$ cat src/hw/rtl/i2cw_pkg.sv
// ----------------------------------------------------------------------------
// I2C master write engine: shared package
// Item types, command classification, bus phase codes and configuration
// register indexes used across the engine's modules.
// ----------------------------------------------------------------------------
package i2cw_pkg;

  // Input item as seen on the in_ channel.
  typedef struct packed {
    logic       operation;
    logic [7:0] data_byte;
    logic       last_byte;
    logic       sda_sample;
  } in_item_t;

  // Result item as driven on the out_ channel.
  typedef struct packed {
    logic scl_level;
    logic sda_level;
    logic sda_output_enable;
    logic byte_wanted;
    logic busy_res;
    logic done_res;
    logic status;
  } out_item_t;

  // Operation codes carried by an input item.
  localparam logic OP_TICK  = 1'b0;
  localparam logic OP_OFFER = 1'b1;

  // Classified command kinds handed from the front end to the engine.
  typedef enum logic {
    CMD_TICK  = 1'b0,
    CMD_OFFER = 1'b1
  } cmd_kind_t;

  typedef struct packed {
    cmd_kind_t  kind;
    logic [7:0] data_byte;
    logic       last_byte;
    logic       sda_sample;
  } cmd_t;

  // Queue status seen by the front end and the engine.
  typedef struct packed {
    logic full;
    logic valid;
  } q_stat_t;

  // Bus phases of a write transaction.
  typedef enum logic [4:0] {
    PH_IDLE = 5'd0,
    PH_ST1  = 5'd1,
    PH_ST2  = 5'd2,
    PH_ST3  = 5'd3,
    PH_BLO  = 5'd4,
    PH_BHI  = 5'd5,
    PH_AKLO = 5'd6,
    PH_AKHI = 5'd7,
    PH_WAIT = 5'd8,
    PH_SP1  = 5'd9,
    PH_SP2  = 5'd10,
    PH_SP3  = 5'd11,
    PH_SP4  = 5'd12
  } phase_t;

  // Configuration register indexes.
  localparam logic CFG_DEV_ADDR    = 1'b0;
  localparam logic CFG_PHASE_TICKS = 1'b1;

  localparam int unsigned CFG_DATA_W = 16;
  localparam int unsigned TIMER_W    = 16;
  localparam int unsigned QUEUE_DEPTH = 2;

  // Byte framing constants.
  localparam logic [7:0] MSB_MASK      = 8'h80;
  localparam logic [3:0] BITS_PER_BYTE = 4'd8;
  localparam logic [TIMER_W-1:0] DEFAULT_PHASE_TICKS = 16'd10;

endpackage

$ cat src/hw/rtl/i2cw_front.sv
// ----------------------------------------------------------------------------
// I2C master write engine: front end
// Accepts input items while the command queue has room and classifies each
// one into a tick command or a byte offer command.
// ----------------------------------------------------------------------------
module i2cw_front (
  input  logic               in_valid,
  output logic               in_ready,
  input  i2cw_pkg::in_item_t in_data,
  input  i2cw_pkg::q_stat_t  q_stat,
  output logic               push_valid,
  output i2cw_pkg::cmd_t     push_cmd
);
  import i2cw_pkg::*;

  // An item is taken whenever the queue has a free slot.
  assign in_ready   = !q_stat.full;
  assign push_valid = in_valid && !q_stat.full;

  // Classify the item; fields not used by a tick are cleared.
  always_comb begin
    push_cmd = '0;
    if (in_data.operation == OP_OFFER) begin
      push_cmd.kind      = CMD_OFFER;
      push_cmd.data_byte = in_data.data_byte;
      push_cmd.last_byte = in_data.last_byte;
    end else begin
      push_cmd.kind       = CMD_TICK;
      push_cmd.sda_sample = in_data.sda_sample;
    end
  end

endmodule

$ cat src/hw/rtl/i2cw_queue.sv
// ----------------------------------------------------------------------------
// I2C master write engine: command queue
// Two-entry FIFO that decouples the front end from the bus engine.
// ----------------------------------------------------------------------------
module i2cw_queue (
  input  logic              clk,
  input  logic              rst_n,
  input  logic              push_valid,
  input  i2cw_pkg::cmd_t    push_cmd,
  input  logic              pop,
  output i2cw_pkg::q_stat_t q_stat,
  output i2cw_pkg::cmd_t    q_cmd
);
  import i2cw_pkg::*;

  localparam int unsigned PTR_W = $clog2(QUEUE_DEPTH);
  localparam int unsigned CNT_W = $clog2(QUEUE_DEPTH + 1);

  cmd_t             slot_r [QUEUE_DEPTH];
  logic [PTR_W-1:0] wr_ptr_r, wr_ptr_nxt;
  logic [PTR_W-1:0] rd_ptr_r, rd_ptr_nxt;
  logic [CNT_W-1:0] count_r, count_nxt;
  logic             do_push, do_pop;

  // Status toward both neighbors.
  assign q_stat.full  = (count_r == CNT_W'(QUEUE_DEPTH));
  assign q_stat.valid = (count_r != '0);
  assign q_cmd        = slot_r[rd_ptr_r];

  assign do_push = push_valid && !q_stat.full;
  assign do_pop  = pop && q_stat.valid;

  // Pointer and fill count update.
  always_comb begin
    wr_ptr_nxt = do_push ? PTR_W'(wr_ptr_r + 1'b1) : wr_ptr_r;
    rd_ptr_nxt = do_pop  ? PTR_W'(rd_ptr_r + 1'b1) : rd_ptr_r;
    count_nxt  = count_r;
    if (do_push && !do_pop) begin
      count_nxt = CNT_W'(count_r + 1'b1);
    end else if (do_pop && !do_push) begin
      count_nxt = CNT_W'(count_r - 1'b1);
    end
  end

  always_ff @(posedge clk) begin
    if (!rst_n) begin
      wr_ptr_r <= '0;
      rd_ptr_r <= '0;
      count_r  <= '0;
    end else begin
      wr_ptr_r <= wr_ptr_nxt;
      rd_ptr_r <= rd_ptr_nxt;
      count_r  <= count_nxt;
    end
  end

  // Entry storage.
  always_ff @(posedge clk) begin
    if (do_push) begin
      slot_r[wr_ptr_r] <= push_cmd;
    end
  end

endmodule

$ cat src/hw/rtl/i2cw_back.sv
// ----------------------------------------------------------------------------
// I2C master write engine: bus engine
// Executes one queued command per cycle on the bus phase machine while the
// output is not stalled and registers the line levels and status as one item.
// ----------------------------------------------------------------------------
module i2cw_back (
  input  logic                                clk,
  input  logic                                rst_n,
  input  i2cw_pkg::q_stat_t                   q_stat,
  input  i2cw_pkg::cmd_t                      q_cmd,
  output logic                                pop,
  output logic                                out_valid,
  input  logic                                out_ready,
  output i2cw_pkg::out_item_t                 out_data,
  input  logic                                cfg_valid,
  input  logic                                cfg_index,
  input  logic [i2cw_pkg::CFG_DATA_W-1:0]     cfg_data
);
  import i2cw_pkg::*;

  // Configuration registers.
  logic [7:0]         dev_addr_r;
  logic [TIMER_W-1:0] phase_ticks_r;

  // Engine state.
  phase_t             phase_r, phase_nxt;
  logic [3:0]         bit_count_r, bit_count_nxt;
  logic [7:0]         shift_r, shift_nxt;
  logic [TIMER_W-1:0] timer_r, timer_nxt;
  logic               final_r, final_nxt;
  logic               pending_r, pending_nxt;
  logic               error_r, error_nxt;
  logic               scl_r, scl_nxt;
  logic               sda_r, sda_nxt;
  logic [7:0]         held_byte_r, held_byte_nxt;
  logic               held_last_r, held_last_nxt;
  logic               shift_last_r, shift_last_nxt;

  // Result register.
  logic               out_valid_r;
  out_item_t          out_data_r;
  out_item_t          res;
  logic               done;

  // Decode helpers.
  logic               fire, is_offer, is_tick;
  logic               wanted_cur, open_txn, accept_byte, load_wait, adv_fire;
  logic [TIMER_W-1:0] need;
  logic [TIMER_W:0]   tick_sum;
  logic               adv;
  logic [3:0]         bc_inc;
  logic               byte_end;

  // Configuration writes; the port never stalls.
  always_ff @(posedge clk) begin
    if (!rst_n) begin
      dev_addr_r    <= '0;
      phase_ticks_r <= DEFAULT_PHASE_TICKS;
    end else if (cfg_valid) begin
      unique case (cfg_index)
        CFG_DEV_ADDR:    dev_addr_r    <= cfg_data[7:0];
        CFG_PHASE_TICKS: phase_ticks_r <= cfg_data[TIMER_W-1:0];
        default: ;
      endcase
    end
  end

  // A command executes when the result register is free or being emptied.
  assign fire = q_stat.valid && (!out_valid_r || out_ready);
  assign pop  = fire;

  assign is_offer   = (q_cmd.kind == CMD_OFFER);
  assign is_tick    = (q_cmd.kind == CMD_TICK);
  assign wanted_cur = !pending_r && !((phase_r != PH_IDLE) && final_r);

  assign accept_byte = fire && is_offer && wanted_cur;
  assign open_txn    = accept_byte && (phase_r == PH_IDLE);
  assign load_wait   = fire && is_tick && (phase_r == PH_WAIT) && pending_r;

  // Phase timer compare; zero ticks behaves as one.
  assign need     = (phase_ticks_r == '0) ? TIMER_W'(1) : phase_ticks_r;
  assign tick_sum = {1'b0, timer_r} + (TIMER_W+1)'(1);
  assign adv      = (tick_sum >= {1'b0, need});
  assign adv_fire = fire && is_tick && (phase_r != PH_IDLE) && (phase_r != PH_WAIT) && adv;

  assign bc_inc   = bit_count_r + 4'd1;
  assign byte_end = (bc_inc >= BITS_PER_BYTE);

  // Next bus phase.
  always_comb begin
    phase_nxt = phase_r;
    if (open_txn) begin
      phase_nxt = PH_ST1;
    end else if (load_wait) begin
      phase_nxt = PH_BLO;
    end else if (adv_fire) begin
      unique case (phase_r)
        PH_ST1:  phase_nxt = PH_ST2;
        PH_ST2:  phase_nxt = PH_ST3;
        PH_ST3:  phase_nxt = PH_BLO;
        PH_BLO:  phase_nxt = PH_BHI;
        PH_BHI:  phase_nxt = byte_end ? PH_AKLO : PH_BLO;
        PH_AKLO: phase_nxt = PH_AKHI;
        PH_AKHI: begin
          if (q_cmd.sda_sample || shift_last_r) begin
            phase_nxt = PH_SP1;
          end else if (pending_r) begin
            phase_nxt = PH_BLO;
          end else begin
            phase_nxt = PH_WAIT;
          end
        end
        PH_SP1:  phase_nxt = PH_SP2;
        PH_SP2:  phase_nxt = PH_SP3;
        PH_SP3:  phase_nxt = PH_SP4;
        PH_SP4:  phase_nxt = PH_IDLE;
        default: phase_nxt = PH_IDLE;
      endcase
    end
  end

  // Datapath and line levels that go with each phase step.
  always_comb begin
    bit_count_nxt  = bit_count_r;
    shift_nxt      = shift_r;
    timer_nxt      = timer_r;
    final_nxt      = final_r;
    pending_nxt    = pending_r;
    error_nxt      = error_r;
    scl_nxt        = scl_r;
    sda_nxt        = sda_r;
    held_byte_nxt  = held_byte_r;
    held_last_nxt  = held_last_r;
    shift_last_nxt = shift_last_r;
    done           = 1'b0;

    if (accept_byte) begin
      // Hold the offered byte; opening a transaction loads the address.
      held_byte_nxt = q_cmd.data_byte;
      held_last_nxt = q_cmd.last_byte;
      pending_nxt   = 1'b1;
      if (q_cmd.last_byte) begin
        final_nxt = 1'b1;
      end
      if (open_txn) begin
        error_nxt      = 1'b0;
        final_nxt      = q_cmd.last_byte;
        shift_nxt      = dev_addr_r;
        shift_last_nxt = 1'b0;
        bit_count_nxt  = '0;
        sda_nxt        = 1'b1;
        timer_nxt      = '0;
      end
    end else if (load_wait) begin
      shift_nxt      = held_byte_r;
      shift_last_nxt = held_last_r;
      pending_nxt    = 1'b0;
      bit_count_nxt  = '0;
      scl_nxt        = 1'b0;
      sda_nxt        = ((held_byte_r & MSB_MASK) != '0);
      timer_nxt      = '0;
    end else if (adv_fire) begin
      timer_nxt = '0;
      unique case (phase_r)
        PH_ST1: scl_nxt = 1'b1;
        PH_ST2: sda_nxt = 1'b0;
        PH_ST3: begin
          bit_count_nxt = '0;
          scl_nxt       = 1'b0;
          sda_nxt       = ((shift_r & MSB_MASK) != '0);
        end
        PH_BLO: scl_nxt = 1'b1;
        PH_BHI: begin
          // Shift out the next bit unless the byte is complete.
          scl_nxt       = 1'b0;
          bit_count_nxt = bc_inc;
          shift_nxt     = {shift_r[6:0], 1'b0};
          if (!byte_end) begin
            sda_nxt = shift_r[6];
          end
        end
        PH_AKLO: scl_nxt = 1'b1;
        PH_AKHI: begin
          // Acknowledge sample: abort on a high level, else continue.
          scl_nxt = 1'b0;
          if (q_cmd.sda_sample) begin
            error_nxt   = 1'b1;
            pending_nxt = 1'b0;
          end else if (!shift_last_r && pending_r) begin
            shift_nxt      = held_byte_r;
            shift_last_nxt = held_last_r;
            pending_nxt    = 1'b0;
            bit_count_nxt  = '0;
            sda_nxt        = ((held_byte_r & MSB_MASK) != '0);
          end
        end
        PH_SP1: sda_nxt = 1'b0;
        PH_SP2: scl_nxt = 1'b1;
        PH_SP3: sda_nxt = 1'b1;
        PH_SP4: begin
          final_nxt      = 1'b0;
          shift_last_nxt = 1'b0;
          done           = 1'b1;
        end
        default: ;
      endcase
    end else if (fire && is_tick && (phase_r != PH_IDLE) && (phase_r != PH_WAIT)) begin
      timer_nxt = tick_sum[TIMER_W-1:0];
    end
  end

  // Result item built from the state after the step.
  always_comb begin
    res.scl_level         = scl_nxt;
    res.sda_level         = sda_nxt;
    res.sda_output_enable = !((phase_nxt == PH_AKLO) || (phase_nxt == PH_AKHI) ||
                              (phase_nxt == PH_WAIT));
    res.byte_wanted       = !pending_nxt && !((phase_nxt != PH_IDLE) && final_nxt);
    res.busy_res          = (phase_nxt != PH_IDLE);
    res.done_res          = done;
    res.status            = error_nxt;
  end

  // Engine state registers.
  always_ff @(posedge clk) begin
    if (!rst_n) begin
      phase_r      <= PH_IDLE;
      bit_count_r  <= '0;
      shift_r      <= '0;
      timer_r      <= '0;
      final_r      <= 1'b0;
      pending_r    <= 1'b0;
      error_r      <= 1'b0;
      scl_r        <= 1'b1;
      sda_r        <= 1'b1;
      shift_last_r <= 1'b0;
    end else if (fire) begin
      phase_r      <= phase_nxt;
      bit_count_r  <= bit_count_nxt;
      shift_r      <= shift_nxt;
      timer_r      <= timer_nxt;
      final_r      <= final_nxt;
      pending_r    <= pending_nxt;
      error_r      <= error_nxt;
      scl_r        <= scl_nxt;
      sda_r        <= sda_nxt;
      shift_last_r <= shift_last_nxt;
    end
  end

  // Held byte is payload and needs no reset.
  always_ff @(posedge clk) begin
    if (fire) begin
      held_byte_r <= held_byte_nxt;
      held_last_r <= held_last_nxt;
    end
  end

  // Result register.
  always_ff @(posedge clk) begin
    if (!rst_n) begin
      out_valid_r <= 1'b0;
    end else if (fire) begin
      out_valid_r <= 1'b1;
    end else if (out_ready) begin
      out_valid_r <= 1'b0;
    end
  end

  always_ff @(posedge clk) begin
    if (fire) begin
      out_data_r <= res;
    end
  end

  assign out_valid = out_valid_r;
  assign out_data  = out_data_r;

endmodule

$ cat src/hw/rtl/i2c_master_write_engine_core.sv
// ----------------------------------------------------------------------------
// I2C master write engine
// Bus-level I2C master for write-only transactions. Each input item is
// either a time tick carrying the sampled SDA level or a data byte offer;
// each item gives exactly one result item with the driven SCL/SDA levels,
// the SDA output enable and the transaction status.
//
// Channels: in_ (valid/ready, in_item_t), out_ (valid/ready, out_item_t)
// and cfg_ (valid/ready write: index 0 = device write address, index 1 =
// ticks per bus phase). cfg_ready is always high; write only while idle.
// A result passes through the command queue and the output register.
// Throughput: one item per cycle while the receiver takes results, as the
// bus phase machine in the engine takes one step per item.
// A two-entry command queue sits between the input front end and the
// engine, and the result is held in an output register, so a stalled
// receiver first fills the output register and then the queue before
// in_ready drops. Synchronous reset puts the bus lines high, the engine
// idle, the queue empty and the registers at their default values.
// ----------------------------------------------------------------------------
module i2c_master_write_engine_core (
  input  logic                            clk,
  input  logic                            rst_n,
  input  logic                            in_valid,
  output logic                            in_ready,
  input  i2cw_pkg::in_item_t              in_data,
  output logic                            out_valid,
  input  logic                            out_ready,
  output i2cw_pkg::out_item_t             out_data,
  input  logic                            cfg_valid,
  output logic                            cfg_ready,
  input  logic                            cfg_index,
  input  logic [i2cw_pkg::CFG_DATA_W-1:0] cfg_data
);
  import i2cw_pkg::*;

  q_stat_t q_stat;
  cmd_t    push_cmd;
  cmd_t    q_cmd;
  logic    push_valid;
  logic    pop;

  // Register writes are never stalled.
  assign cfg_ready = 1'b1;

  i2cw_front u_front (
    .in_valid   (in_valid),
    .in_ready   (in_ready),
    .in_data    (in_data),
    .q_stat     (q_stat),
    .push_valid (push_valid),
    .push_cmd   (push_cmd)
  );

  i2cw_queue u_queue (
    .clk        (clk),
    .rst_n      (rst_n),
    .push_valid (push_valid),
    .push_cmd   (push_cmd),
    .pop        (pop),
    .q_stat     (q_stat),
    .q_cmd      (q_cmd)
  );

  i2cw_back u_back (
    .clk       (clk),
    .rst_n     (rst_n),
    .q_stat    (q_stat),
    .q_cmd     (q_cmd),
    .pop       (pop),
    .out_valid (out_valid),
    .out_ready (out_ready),
    .out_data  (out_data),
    .cfg_valid (cfg_valid),
    .cfg_index (cfg_index),
    .cfg_data  (cfg_data)
  );

endmodule

$ cat config.mk
export PLATFORM = sky130hd
export DESIGN_NAME = i2c_master_write_engine_core
export DESIGN_NICKNAME = d
export VERILOG_FILES = /design/src/hw/rtl/i2cw_pkg.sv /design/src/hw/rtl/i2cw_front.sv /design/src/hw/rtl/i2cw_queue.sv /design/src/hw/rtl/i2cw_back.sv /design/src/hw/rtl/i2c_master_write_engine_core.sv
export SDC_FILE = /design/constraint.sdc
export NUM_CORES = 1
export LEC_CHECK = 0
export BUFFER_PORTS_ARGS = -buffer_cell sky130_fd_sc_hd__buf_2
export CAP_MARGIN = 15
export CORE_MARGIN = 10
export CORE_UTILIZATION = 52
export CTS_BUF_LIST = sky130_fd_sc_hd__clkbuf_8
export CTS_CLUSTER_DIAMETER = 150
export CTS_CLUSTER_SIZE = 10
export DETAILED_ROUTE_END_ITERATION = 8
export PLACE_DENSITY = 0.67
export SYNTH_ARGS = -nofsm -noshare
export SYNTH_HDL_FRONTEND = slang
export SYNTH_SLANG_ARGS = --single-unit
export TNS_END_PERCENT = 5
$ cat constraint.sdc
create_clock -name clk -period 5.8 [get_ports clk]
set_input_delay 0.29 -clock clk [delete_from_list [all_inputs] [get_ports clk]]
set_output_delay 0.29 -clock clk [all_outputs]
set_load 0.05 [all_outputs]
### Word-level counts from Yosys, hierarchy flattened

Memories as Yosys holds them, arrays and structs flattened. A register that Yosys moved wholly into a read port is not among the register bits.
Cells that the tools add are included.
Widths: inputs -> output; s select.

* flip-flop bits (word level): 84
* bits in latches: 0
* bits in writable memories: 22
* bits in read-only memories: 0
* bits of input ports: 33
* word-level logic and storage cells: 190
* memories: 1

Memory list
* u_queue.slot_r: depth 2, width 11, read ports 1, clocked after memory_dff 1, wr ports 1, line i2cw_queue.sv:19 `cmd_t slot_r [QUEUE_DEPTH];`

* $add $sub $neg: 6
* multipliers: 0
* divide/modulo/power cells: 0
* order comparisons: 2
* equality and inequality tests: 20
* shift operators: 0
* multiplexer cells: 76
* bitwise gates (word level): 3
* reduce and logical (&&, ||, !) cells: 57

Operators with widths (count)
* $mux 16: 6
* $pmux 5 s10: 1
* $mux 8: 6
* $mux 1: 43
* $eq 5x3->1 const B: 6
* $eq 5x4->1 const B: 6
* $mux 4: 7
* $logic_and 1x1->1: 20
* $mux 5: 4
* $reduce_and 6->1: 3
* $add 16x1->17 const B: 1
* $ge 17x16->1: 1
* $logic_not 16->1: 1
* $pmux 8 s2: 1
* $reduce_bool 5->1: 3
* $pmux 4 s3: 1
* $reduce_bool 4->1: 3
* $eq 5x2->1 const B: 2
* $logic_not 1->1: 10
* $mux 9: 1
* $mux 2: 3
* $reduce_and 2->1: 3
* $reduce_bool 2->1: 3
* $reduce_or 3->1: 2
* other kinds (20): 27

### Logic depth before layout (Yosys ltp)

Gate-level depths: netlist of the first run.

* depth in word-level cells: 14
* gate-level depth with buffers: 14

### Modules after synthesis

A second synthesis of the first run with hierarchy kept.

* cells, all modules: 575
* area, all modules: 5509.0 um^2

Modules (own cells, without submodules)
* i2cw_back: times used 1, cells each 501, area an instance 4391.7 um^2
* i2cw_queue: times used 1, cells each 59, area an instance 1026.0 um^2
* i2cw_front: times used 1, cells each 13, area an instance 80.1 um^2
* i2c_master_write_engine_core: times used 1, cells each 2, area an instance 11.3 um^2

### Worst setup path after synthesis of the first run

No wires, ideal clock.

* path kind: flip-flop to flip-flop
* start: register u_back.timer_r[3]
* end: register u_back.out_data_r (netlist bit u_back.out_data[5]) (data pin)
* arrival: 3044 ps
* slack: 2497 ps
* stages on the path, launching flop included: 14
* buffers on the path: 1
* cells stage by stage: dfxtp_1 > nand4_1 > or3_1 > clkbuf_1 > nor2_1 > xor2_1 > ha_1 > nand2_1 > nor4_2 > o31a_1 > o31a_1 > o21ai_1 > o31a_1 > o31a_1

RTL lines
* from (decl): line i2cw_back.sv:29 `logic [TIMER_W-1:0] timer_r, timer_nxt;`
* from (signal assigned): line i2cw_back.sv:241 `timer_r <= timer_nxt;`
* to (signal assigned): line i2cw_back.sv:272 `out_data_r <= res;`
* to (decl): line i2cw_back.sv:41 `out_item_t out_data_r;`

### Worst setup path in the final report of the first run

* start: register u_back.timer_r[0]
* end: register u_back.shift_r[5]

* word-level cells in the longest chain between the ends: 5

RTL lines
* $add 16x1->17: line i2cw_back.sv:82 `assign tick_sum = {1'b0, timer_r} + (TIMER_W+1)'(1);`
* $ge 17x16->1: line i2cw_back.sv:83 `assign adv = (tick_sum >= {1'b0, need});`
* $logic_and 1x1->1: line i2cw_back.sv:84 `assign adv_fire = fire && is_tick && (phase_r != PH_IDLE) && (phase_r != PH_WAIT) && adv;`
* $reduce_bool 3->1 (no source line)
* $reduce_and 6->1 (no source line)
* to (signal assigned): line i2cw_back.sv:240 `shift_r <= shift_nxt;`
* to (decl): line i2cw_back.sv:28 `logic [7:0] shift_r, shift_nxt;`

Every way passes these cells.
A chain may end at the register's enable or synchronous reset.

==> results of run 1 <==
layout make-up:
type	instances	area [sq um]	share of cell area [%]
clock buffer	9	124	2.04
clock inverter	7	66.3	1.09
inverter	27	101	1.67
multi-input combinational	420	2860	47.2
sequential	107	2520	41.6
tap	136	170	2.81
timing repair buffer	43	220	3.63
through the flow:
step	hold WS (ns)	cell area [sq um]
5_1_grt	0.136	6060
4_1_cts	0.126	6060
3_5_place_dp	0.463	5870
6_report	0.137	6060
2_1_floorplan	0.389	5610
3_3_place_gp	0.446	5870
cell usage after synthesis, drive strengths merged (4+ instances only):
| cell type | number |
|---|---|
| o31a | 4 |
| nand2b | 6 |
| nand2 | 84 |
| o21ai | 13 |
| o21a | 4 |
| inv | 27 |
| clkbuf | 21 |
| xnor2 | 12 |
| mux2i | 25 |
| and3 | 6 |
| mux2 | 11 |
| edfxtp | 38 |
| a21boi | 20 |
| o211ai | 16 |
| xor2 | 7 |
| nand3 | 14 |
| a21oi | 17 |
| a21o | 4 |
| ha | 19 |
| and2 | 32 |
| nor2 | 27 |
| buf | 11 |
| a32o | 15 |
| dfxtp | 69 |
| nor3 | 12 |
| nor4 | 8 |
| nor2b | 11 |
| nand4 | 11 |
final timing paths:
kind / from / depth (start not counted) / to / slack [ns]
max: u_back.timer_r[0] / 12 / u_back.shift_r[5] / 1.59
max reg2reg: u_back.timer_r[0] / 12 / u_back.shift_r[5] / 1.59
min reg2reg: u_back.shift_r[2] / 2 / u_back.shift_r[2] / 0.47
min: cfg_data[15] / 3 / u_back.phase_ticks_r[15] / 0.14
sequential cells by signal, indices dropped and copies added, names as in the netlist, 2 cells and up, named ones only:
register	flops
u_back.held_byte_r	8
u_back.phase_r	5
u_queue.count_r	2
u_back.timer_r	16
u_back.bit_count_r	4
u_back.dev_addr_r	8
u_back.out_data	7
u_back.phase_ticks_r	16
u_queue.slot_r	22
u_back.shift_r	8
power by group:
group / leakage [uW] / switching (uW) / internal (uW) / total, uW
combinational: 0.00139 / 357 / 191 / 548
sequential: 0.000912 / 58.7 / 887 / 946
clock: 0.0000953 / 281 / 167 / 448
total: 0.00240 / 697 / 1250 / 1940
kinds of logic (layout without fill, tap and decap cells):
kind of cell,Yosys count,count (layout),share of synthesized area (%)
XOR/XNOR,19,19,2.96
other,1,1,0.0668
flip-flops,107,107,44.9
AND/OR/NAND/NOR,225,225,20.6
buffers and inverters,59,86,4.28
adder cells (fa/ha/maj),19,19,4.23
multiplexers,36,36,6.73
AO/OA/AOI/OAI,120,120,16.2
worst min-delay path: stages:
cell and delay [ns]:
buf_2 0.09, nand2_1 0.04, a21boi_0 0.06
layer usage:
| metal | up-vias | wire length (microns) | part of all wire, % |
|---|---|---|---|
| met1 | 2035 | 5900 | 48 |
| met4 | 0 | 123 | 0.99 |
| met3 | 13 | 729 | 5.9 |
| li1 | 2153 | - | - |
| met5 | - | 0 | 0 |
| met2 | 123 | 5640 | 45 |
==> flow_metrics.env, run 1 <==
export IMPL_dp_cells=733
export IMPL_cts_post_setup_buffers_inserted=0
export IMPL_busiest_layer="met2"
export IMPL_hold_class="in -> reg"
export IMPL_layout_commonest_cell="nand2_1"
export IMPL_area_growth_pct=8.02
export IMPL_hpwlAfterDp_microns=8860
export IMPL_die_x_microns=124
export IMPL_drtAntennaViolNets=0
export IMPL_ctsHtreeMaxLevel=3
export IMPL_die_h_microns=124
export IMPL_synth_seq_cells=107
export IMPL_final_core_util_pct=58.2
export IMPL_crit_chain="ha_1 -> and2_0 -> nand3_1 -> xnor2_1 -> ha_1 -> a21oi_1 -> o21ai_0 -> a21o_1 -> o31ai_1 -> a21oi_2 -> a22oi_1 -> mux2i_1"
export IMPL_grt_start_max_net_pins=81
export IMPL_cts_made_buffers=9
export IMPL_dp_slack_ns=1.63
export IMPL_place_gp_congestion=0.942
export IMPL_worst_path_most_repeated_cell="ha_1"
export IMPL_finalHoldViolations=0
export IMPL_timing_final_crit_share_pct=72.6
export IMPL_n_fill_cell=949
export IMPL_crit_buf_inv=0
export IMPL_critPathRequiredTime_ns=6.12
export IMPL_clkTransAtPathRegs_ns=0.11
export IMPL_overflow=0
export IMPL_yosys_top_cells_area="dfxtp_1 25%, edfxtp_1 20%, nand2_1 5.5%"
export IMPL_finClkSkew_ns=0.0107
export IMPL_syn_num_nets=638
export IMPL_max_slew_margin_rel_pct=27.3
export IMPL_dieArea_sq_mm=0.0154
export IMPL_drv_slew=0
export IMPL_nNetsFinal=660
export IMPL_cts_tree="done"
export IMPL_yosysTopAreaCell="dfxtp_1"
export IMPL_drt_initial_drc_count=284
export IMPL_cap_violations=0
export IMPL_synth_top_area_share_pct=24.6
export IMPL_worstPathArrival_ns=4.53
export IMPL_synthCells=586
export IMPL_crit_family="compound AO/OA/AOI/OAI gates"
export IMPL_crit_type="reg -> reg"
export IMPL_gr_usage_met1_pct=22.3
export IMPL_grt_usage_pct=16.5
export IMPL_ys_seq_area_share_pct=44.9
export IMPL_slowest_stage="a22oi_1"
export IMPL_synth_edff_count=38
export IMPL_power_density_mw_per_mm2=320
export IMPL_antenna_found_initial=0
export IMPL_drt_first_pass_iters=5
export IMPL_min_period_ns=4.21
export IMPL_diodes=0
export IMPL_io_pins=43
export IMPL_drive_gt1_share_pct=13.9
export IMPL_tightestPinTransition_ns=1.09
export IMPL_rsz0062_at_grt="no"
export IMPL_ir_drop_mv=0.260
export IMPL_clk_latency_ns=0.39
export IMPL_start_util_pct=53.9
export IMPL_met3_usage_pct=4.57
export IMPL_yosys_warnings=0
export IMPL_worst_slack_ns=1.59
export IMPL_async_flop_share_pct=0
export IMPL_ctsLongestPathBuffers=2
export IMPL_grt_pass1_vias=4122
export IMPL_worst_setup_path_start_kind="register"
export IMPL_vias=4324
export IMPL_yosys_most_used_dff="dfxtp_1"
export IMPL_routedWlPerCell_microns=16.5
export IMPL_num_rows=37
export IMPL_layout_common_cells="83 x nand2_1, 69 x dfxtp_1, 41 x buf_2"
export IMPL_power_leakage_uw=0.00240
export IMPL_grt_first_pass_wirelength_microns=20300
export IMPL_cp_max_fo=17
export IMPL_ctsResizeCount=0
export IMPL_final_cells=749
export IMPL_finalSetupTns_ns=0
export IMPL_cts_num_sinks=107
export IMPL_avgSynthCellArea_sq_um=9.58
export IMPL_slowest_delay_ns=0.88
export IMPL_synth_cell_types=70
export IMPL_io_buffers=41
export IMPL_wl_microns=12400
export IMPL_grtUsageMet2_pct=25.2
export IMPL_via_per_inst=5.77
export IMPL_fmax_ghz=0.237
export IMPL_cts_root_buf="clkbuf_8"
export IMPL_drt_drc_violations_left=0
export IMPL_core_area_sq_mm=0.0104
export IMPL_finalPower_uw=1940
export IMPL_finalSetupViolations=0
export IMPL_status="complete, no violations"
export IMPL_hold_buffers=0
export IMPL_setup_worst_path_end_class="register"
export IMPL_synth_area_sq_mm=0.00561
Note: power is estimated with default switching activity, not from simulation.
==> inputs of run 2 (changes only) <==
ABC_AREA = 1   (was unset)
clock period = 4.05 ns   (was 5.8 ns; I/O delays follow)
==> flow_metrics.env, run 2 <==
export IMPL_power_density_mw_per_mm2=474
export IMPL_ctsHtreeMaxLevel=3
export IMPL_yosys_warnings=0
export IMPL_cts_made_buffers=9
export IMPL_clkTransAtPathRegs_ns=0.11
export IMPL_netlist_top_cells_count="146 x nand2_1, 88 x inv_1, 88 x nor2_1"
export IMPL_r2r_slack_ns=0.46
export IMPL_io_pins=43
export IMPL_synthCells=700
export IMPL_rsz0062_at_grt="no"
export IMPL_slowest_stage="dfxtp_1"
export IMPL_dieArea_sq_mm=0.0149
export IMPL_synth_edff_count=38
export IMPL_async_flop_share_pct=0
export IMPL_finalSetupTns_ns=0
export IMPL_die_h_microns=122
export IMPL_final_cells=876
export IMPL_ys_seq_area_share_pct=46.5
export IMPL_crit_chain="nand3_1 -> nor2_1 -> nand3_1 -> nor2_1 -> nand2_1 -> nor4_2 -> nand3_1 -> xnor2_1 -> ha_1 -> nand4_1 -> nor4_1 -> nand2_1 -> nand3_2 -> nand2_4 -> nand2_1 -> nand3_1 -> nor2_1 -> nand3_2 -> a21oi_2"
export IMPL_hold_class="in -> reg"
export IMPL_synth_most_common_cell="nand2_1"
export IMPL_timing_final_crit_share_pct=88.7
export IMPL_wl_met3_microns=429
export IMPL_cts_root_buf="clkbuf_8"
export IMPL_grt_start_max_net_pins=42
export IMPL_vias=4491
export IMPL_num_rows=37
export IMPL_status="complete, no violations"
export IMPL_rr_worst_depth=19
export IMPL_regArea_sq_mm=0.00252
export IMPL_cp_max_fo=16
export IMPL_via_per_inst=5.13
export IMPL_avgSynthCellArea_sq_um=7.74
export IMPL_syn_num_nets=752
export IMPL_drtAntennaViolNets=0
export IMPL_wl_microns=11900
export IMPL_cts_post_setup_buffers_inserted=0
export IMPL_cts_num_sinks=107
export IMPL_finalInstanceArea_sq_mm=0.00591
export IMPL_route_top_layer_used="met4"
export IMPL_worst_setup_path_start_kind="register"
export IMPL_ctsLongestPathBuffers=2
export IMPL_min_period_ns=3.59
export IMPL_critPathRequiredTime_ns=4.29
export IMPL_hold_buffers=0
export IMPL_synth_top_area_share_pct=25.5
export IMPL_ir_drop_mv=0.396
export IMPL_synth_area_sq_mm=0.00542
export IMPL_synth_seq_cells=107
export IMPL_grt_first_pass_wirelength_microns=20100
export IMPL_drt_initial_drc_count=316
export IMPL_worst_path_most_repeated_cell="nand3_1"
export IMPL_area_growth_pct=8.95
export IMPL_timing_rr_start="u_back.timer_r[0]"
export IMPL_reg2reg_to="u_back.out_data[3]"
export IMPL_hold_start="cfg_data[1]"
export IMPL_drv_slew=0
export IMPL_largest_register_ffs=22
export IMPL_finalHoldViolations=0
export IMPL_layout_commonest_cell="nand2_1"
export IMPL_io_buffers=41
export IMPL_wl_met1_microns=5450
export IMPL_max_slew_margin_rel_pct=36.3
export IMPL_drt_first_pass_iters=4
export IMPL_nNetsFinal=787
export IMPL_grt_pass1_vias=4405
export IMPL_hpwlAfterDp_microns=8770
export IMPL_tightestPinTransition_ns=0.952
export IMPL_route_met2_wl_microns=5760
export IMPL_top_register="u_queue.slot_r"
export IMPL_hold_end="u_back.phase_ticks_r[1]"
export IMPL_post_dp_cell_area_sq_mm=0.00572
export IMPL_hold_depth=3
export IMPL_yosys_most_used_dff="dfxtp_1"
export IMPL_slowest_delay_ns=0.40
export IMPL_synth_cell_types=44
export IMPL_setup_worst_path_end_class="register"
export IMPL_grt_usage_pct=16.6
export IMPL_yosys_top_cells_area="dfxtp_1 25%, edfxtp_1 21%, nand2_1 10%"
export IMPL_routedWlPerCell_microns=13.6
export IMPL_layout_common_cells="146 x nand2_1, 88 x inv_1, 88 x nor2_1"
export IMPL_reg_top3="u_queue.slot_r x22, u_back.phase_ticks_r x16, u_back.timer_r x16"
export IMPL_start_util_pct=53.0
export IMPL_crit_type="reg -> reg"
export IMPL_power_leakage_uw=0.00264
export IMPL_worstPathArrival_ns=3.83
export IMPL_yosysTopAreaCell="dfxtp_1"
export IMPL_drive_gt1_share_pct=13.1
export IMPL_place_gp_congestion=0.933
export IMPL_die_x_microns=122
export IMPL_n_fill_cell=961
export IMPL_multi_input_area_sq_mm=0.00242
export IMPL_cts_tree="done"
export IMPL_drt_drc_violations_left=0
export IMPL_overflow=0
export IMPL_antenna_found_initial=0
export IMPL_cap_violations=0
export IMPL_dp_cells=860
export IMPL_finalSetupViolations=0
export IMPL_diodes=0
export IMPL_finClkSkew_ns=0.0154
export IMPL_core_area_sq_mm=0.0102
export IMPL_fmax_ghz=0.279
export IMPL_ctsResizeCount=0
export IMPL_clk_latency_ns=0.39
run 2: cell types whose count changed after synthesis, sizes merged, moves of 12 or more:
cell    before  now
a21boi      20    0
a21oi       17   60
a32o        15    0
and2        32    0
clkbuf      21    9
inv         27  100
mux2i       25    0
nand2       84  155
nand3       14   27
nor2        27   92
o21ai       13   64
run 2: how the worst max path moves through the flow:
stage / to / cells after the start / from
after detailed placement: u_back.bit_count_r[2] / 20 / u_back.timer_r[0]
after CTS: u_back.out_data[3] / 19 / u_back.timer_r[0]
final: u_back.out_data[3] / 19 / u_back.timer_r[0]
after floorplan: u_back.out_data[4] / 19 / u_back.timer_r[0]
after global placement: u_back.bit_count_r[2] / 20 / u_back.timer_r[0]
after global routing: u_back.bit_count_r[0] / 19 / u_back.timer_r[0]
run 2: layout make-up:
class / count / area share (%)
timing repair buffer: 42 / 3.60
clock inverter: 7 / 1.12
inverter: 103 / 6.65
sequential: 107 / 42.7
clock buffer: 9 / 2.10
tap: 136 / 2.88
multi-input combinational: 472 / 40.9
run 2: critical path: cells and delay by family (launching register included):
kind                     cells  cell delay [ns]
AND/OR/NAND/NOR             16             2.39
AO/OA/AOI/OAI                1             0.14
adder cells (fa/ha/maj)      1             0.36
flip-flops                   1             0.40
XOR/XNOR                     1             0.17
run 2: kinds of logic after synthesis:
family / after synthesis / share of synthesized area, %
AOI/OAI and AO/OA: 138 / 13.7
other: 1 / 0.0692
DFF: 107 / 46.5
adders and majority gates: 19 / 4.38
and+or+nand+nor: 299 / 24.0
buffers and inverters: 121 / 8.86
xor gates and xnor gates: 15 / 2.42
run 2: metal layers:
metal,vias up,global-route usage (%)
met4,0,6.11
met2,82,29.0
met5,-,0
met3,20,3.56
met1,2035,19.5
li1,2354,-
run 2: power by group:
part / total (uW) / internal [uW] / switching (uW)
clock network: 644 / 241 / 403
logic: 769 / 205 / 563
registers: 1390 / 1300 / 84.4
run 2: metrics by stage:
stage / hold slack [ns] / power [uW] / util (%) / setup slack (ns)
2_1_floorplan: 0.301 / 1990 / - / 0.918
3_3_place_gp: 0.439 / 2170 / 55.9 / 0.643
3_5_place_dp: 0.450 / 2180 / 55.9 / 0.520
4_1_cts: 0.0436 / 2820 / 57.7 / 0.475
5_1_grt: 0.0466 / 2980 / 57.7 / 0.0710
6_report: 0.0609 / 2800 / 57.7 / 0.459
==> inputs of run 3 (changes only) <==
clock period = 3.9 ns   (was 4.05 ns; I/O delays follow)
==> flow_metrics.env, run 3 (synthesized netlist as in run 2, its figures left out) <==
export IMPL_status="complete, no violations"
export IMPL_core_area_sq_mm=0.0102
export IMPL_ir_drop_mv=0.510
export IMPL_rsz0062_at_grt="no"
export IMPL_io_pins=43
export IMPL_io_buffers=41
export IMPL_grt_start_max_net_pins=42
export IMPL_grt_usage_pct=16.7
export IMPL_worst_slack_ns=0.429
export IMPL_worst_path_most_repeated_cell="nand2_1"
export IMPL_finalSetupViolations=0
export IMPL_die_x_microns=122
export IMPL_diodes=0
export IMPL_drtAntennaViolNets=0
export IMPL_wl_microns=11900
export IMPL_vias=4476
export IMPL_setup_worst_path_end_class="register"
export IMPL_area_growth_pct=9.81
export IMPL_die_h_microns=122
export IMPL_drive_gt1_share_pct=13.5
export IMPL_swShare_pct=37.5
export IMPL_cts_post_setup_buffers_inserted=0
export IMPL_top_register="u_queue.slot_r"
export IMPL_power_density_mw_per_mm2=491
export IMPL_timing_final_crit_share_pct=89.0
export IMPL_grt_first_pass_wirelength_microns=20100
export IMPL_ctsHtreeMaxLevel=3
export IMPL_crit_chain="ha_1 -> nand2_1 -> inv_2 -> nand2_2 -> nor4_1 -> nand3_1 -> nor2_1 -> xnor2_1 -> inv_1 -> ha_1 -> a21oi_1 -> o211ai_1 -> inv_2 -> nand2_1 -> nor2_1 -> nand3_2 -> nand2_8 -> inv_2 -> nand2_1 -> nand2_1 -> nor2_1 -> nand3_2 -> a21oi_2"
export IMPL_crit_type="reg -> reg"
export IMPL_clkPwrFrac_pct=22.8
export IMPL_worstPathArrival_ns=3.73
export IMPL_finalSetupTns_ns=0
export IMPL_tightestPinTransition_ns=0.958
export IMPL_clkTransAtPathRegs_ns=0.11
export IMPL_power_switching_uw=1100
export IMPL_place_gp_congestion=0.936
export IMPL_dp_cells=861
export IMPL_final_cells=877
export IMPL_clk_latency_ns=0.40
export IMPL_layout_common_cells="146 x nand2_1, 88 x inv_1, 86 x nor2_1"
export IMPL_cap_violations=0
export IMPL_seqPwrFrac_pct=49.3
export IMPL_drt_initial_drc_count=373
export IMPL_finalHoldViolations=0
export IMPL_critPathRequiredTime_ns=4.16
export IMPL_cts_made_buffers=9
export IMPL_finClkSkew_ns=0.0184
export IMPL_worst_setup_path_start_kind="register"
export IMPL_cts_num_sinks=107
export IMPL_hold_class="in -> reg"
export IMPL_slowest_stage="dfxtp_1"
export IMPL_drt_first_pass_iters=5
export IMPL_nNetsFinal=788
export IMPL_dp_slack_ns=0.367
export IMPL_cts_root_buf="clkbuf_8"
export IMPL_cp_max_fo=16
export IMPL_p_int_uw=1830
export IMPL_hold_buffers=0
export IMPL_dieArea_sq_mm=0.0149
export IMPL_via_per_inst=5.10
export IMPL_drt_drc_violations_left=0
export IMPL_cts_tree="done"
export IMPL_largest_register_ffs=22
export IMPL_overflow=0
export IMPL_routedWlPerCell_microns=13.6
export IMPL_reg_top3="u_queue.slot_r x22, u_back.phase_ticks_r x16, u_back.timer_r x16"
export IMPL_layout_commonest_cell="nand2_1"
export IMPL_slowest_delay_ns=0.40
export IMPL_hpwlAfterDp_microns=8790
export IMPL_fmax_ghz=0.288
export IMPL_drv_slew=0
export IMPL_r2r_slack_ns=0.43
export IMPL_comb_power_share_pct=27.9
export IMPL_max_slew_margin_rel_pct=35.9
export IMPL_num_rows=37
export IMPL_power_leakage_uw=0.00265
export IMPL_grt_pass1_vias=4386
export IMPL_antenna_found_initial=0
export IMPL_start_util_pct=53.0
export IMPL_ctsLongestPathBuffers=2
export IMPL_min_period_ns=3.47
run 3: cell types whose count changed in the layout (fill, tap and decap cells not counted), moves of 2 or more:
cell	before	now
clkinv_8	0	2
clkinvlp_4	2	0
inv_8	3	1
nor2_1	88	86
nor2_2	4	6
run 3: stage by stage:
| stage | hold WS, ns | util (%) | power (uW) | cell area, sq um |
|---|---|---|---|---|
| floorplan | 0.294 | - | 2070 | 5420 |
| global placement | 0.439 | 55.9 | 2260 | 5720 |
| detailed placement | 0.441 | 55.9 | 2280 | 5720 |
| CTS | 0.0231 | 57.9 | 2940 | 5920 |
| global route | 0.0268 | 58.2 | 3120 | 5950 |
| finish | 0.0452 | 58.2 | 2920 | 5950 |
run 3: layout make-up:
type | instances | area [sq um]
clock buffers | 9 | 124
clock inverters | 7 | 75.1
fillers | 927 | 4280
inverters | 103 | 393
multi-input cells | 472 | 2450
flip-flops and latches | 107 | 2520
well taps | 136 | 170
repair buffers | 43 | 220
run 3: per-layer routing:
layer	GRT usage, %	wire, microns	vias up
met3	5.13	546	18
met1	19.1	5190	2021
met5	0	0	-
met4	6.19	276	0
met2	28.8	5870	73
li1	-	-	2364
run 3: final timing paths:
check	from	to	depth (start not counted)
worst max-delay path	u_back.timer_r[0]	u_back.out_data[3]	23
worst min-delay path	cfg_data[3]	u_back.phase_ticks_r[3]	3
worst max register to register	u_back.timer_r[0]	u_back.out_data[3]	23
worst min register to register	u_back.dev_addr_r[7]	u_back.dev_addr_r[7]	2
run 3: what timing repair did:
action / in CTS / in global routing
gates resized for setup: 0 / 5
endpoints found under the hold margin: 0 / 0
setup endpoints to repair: 0 / 12
run 3: power by group through the flow:
stage / combinational [uW] / sequential, uW / clock [uW]
after floorplan: 550 / 1520 / 0
after global placement: 796 / 1460 / 0
after detailed placement: 811 / 1460 / 0
after CTS: 815 / 1440 / 687
after global routing: 923 / 1460 / 738
final: 815 / 1440 / 667
run 3: worst max-delay path: cells and delay by family, from the launching register on:
kind / cells / cell delay, ns
and+or+nand+nor: 13 / 1.64
adders and majority gates: 2 / 0.51
buffers and inverters: 4 / 0.25
xor gates and xnor gates: 1 / 0.13
AOI/OAI and AO/OA: 3 / 0.41
DFF: 1 / 0.40
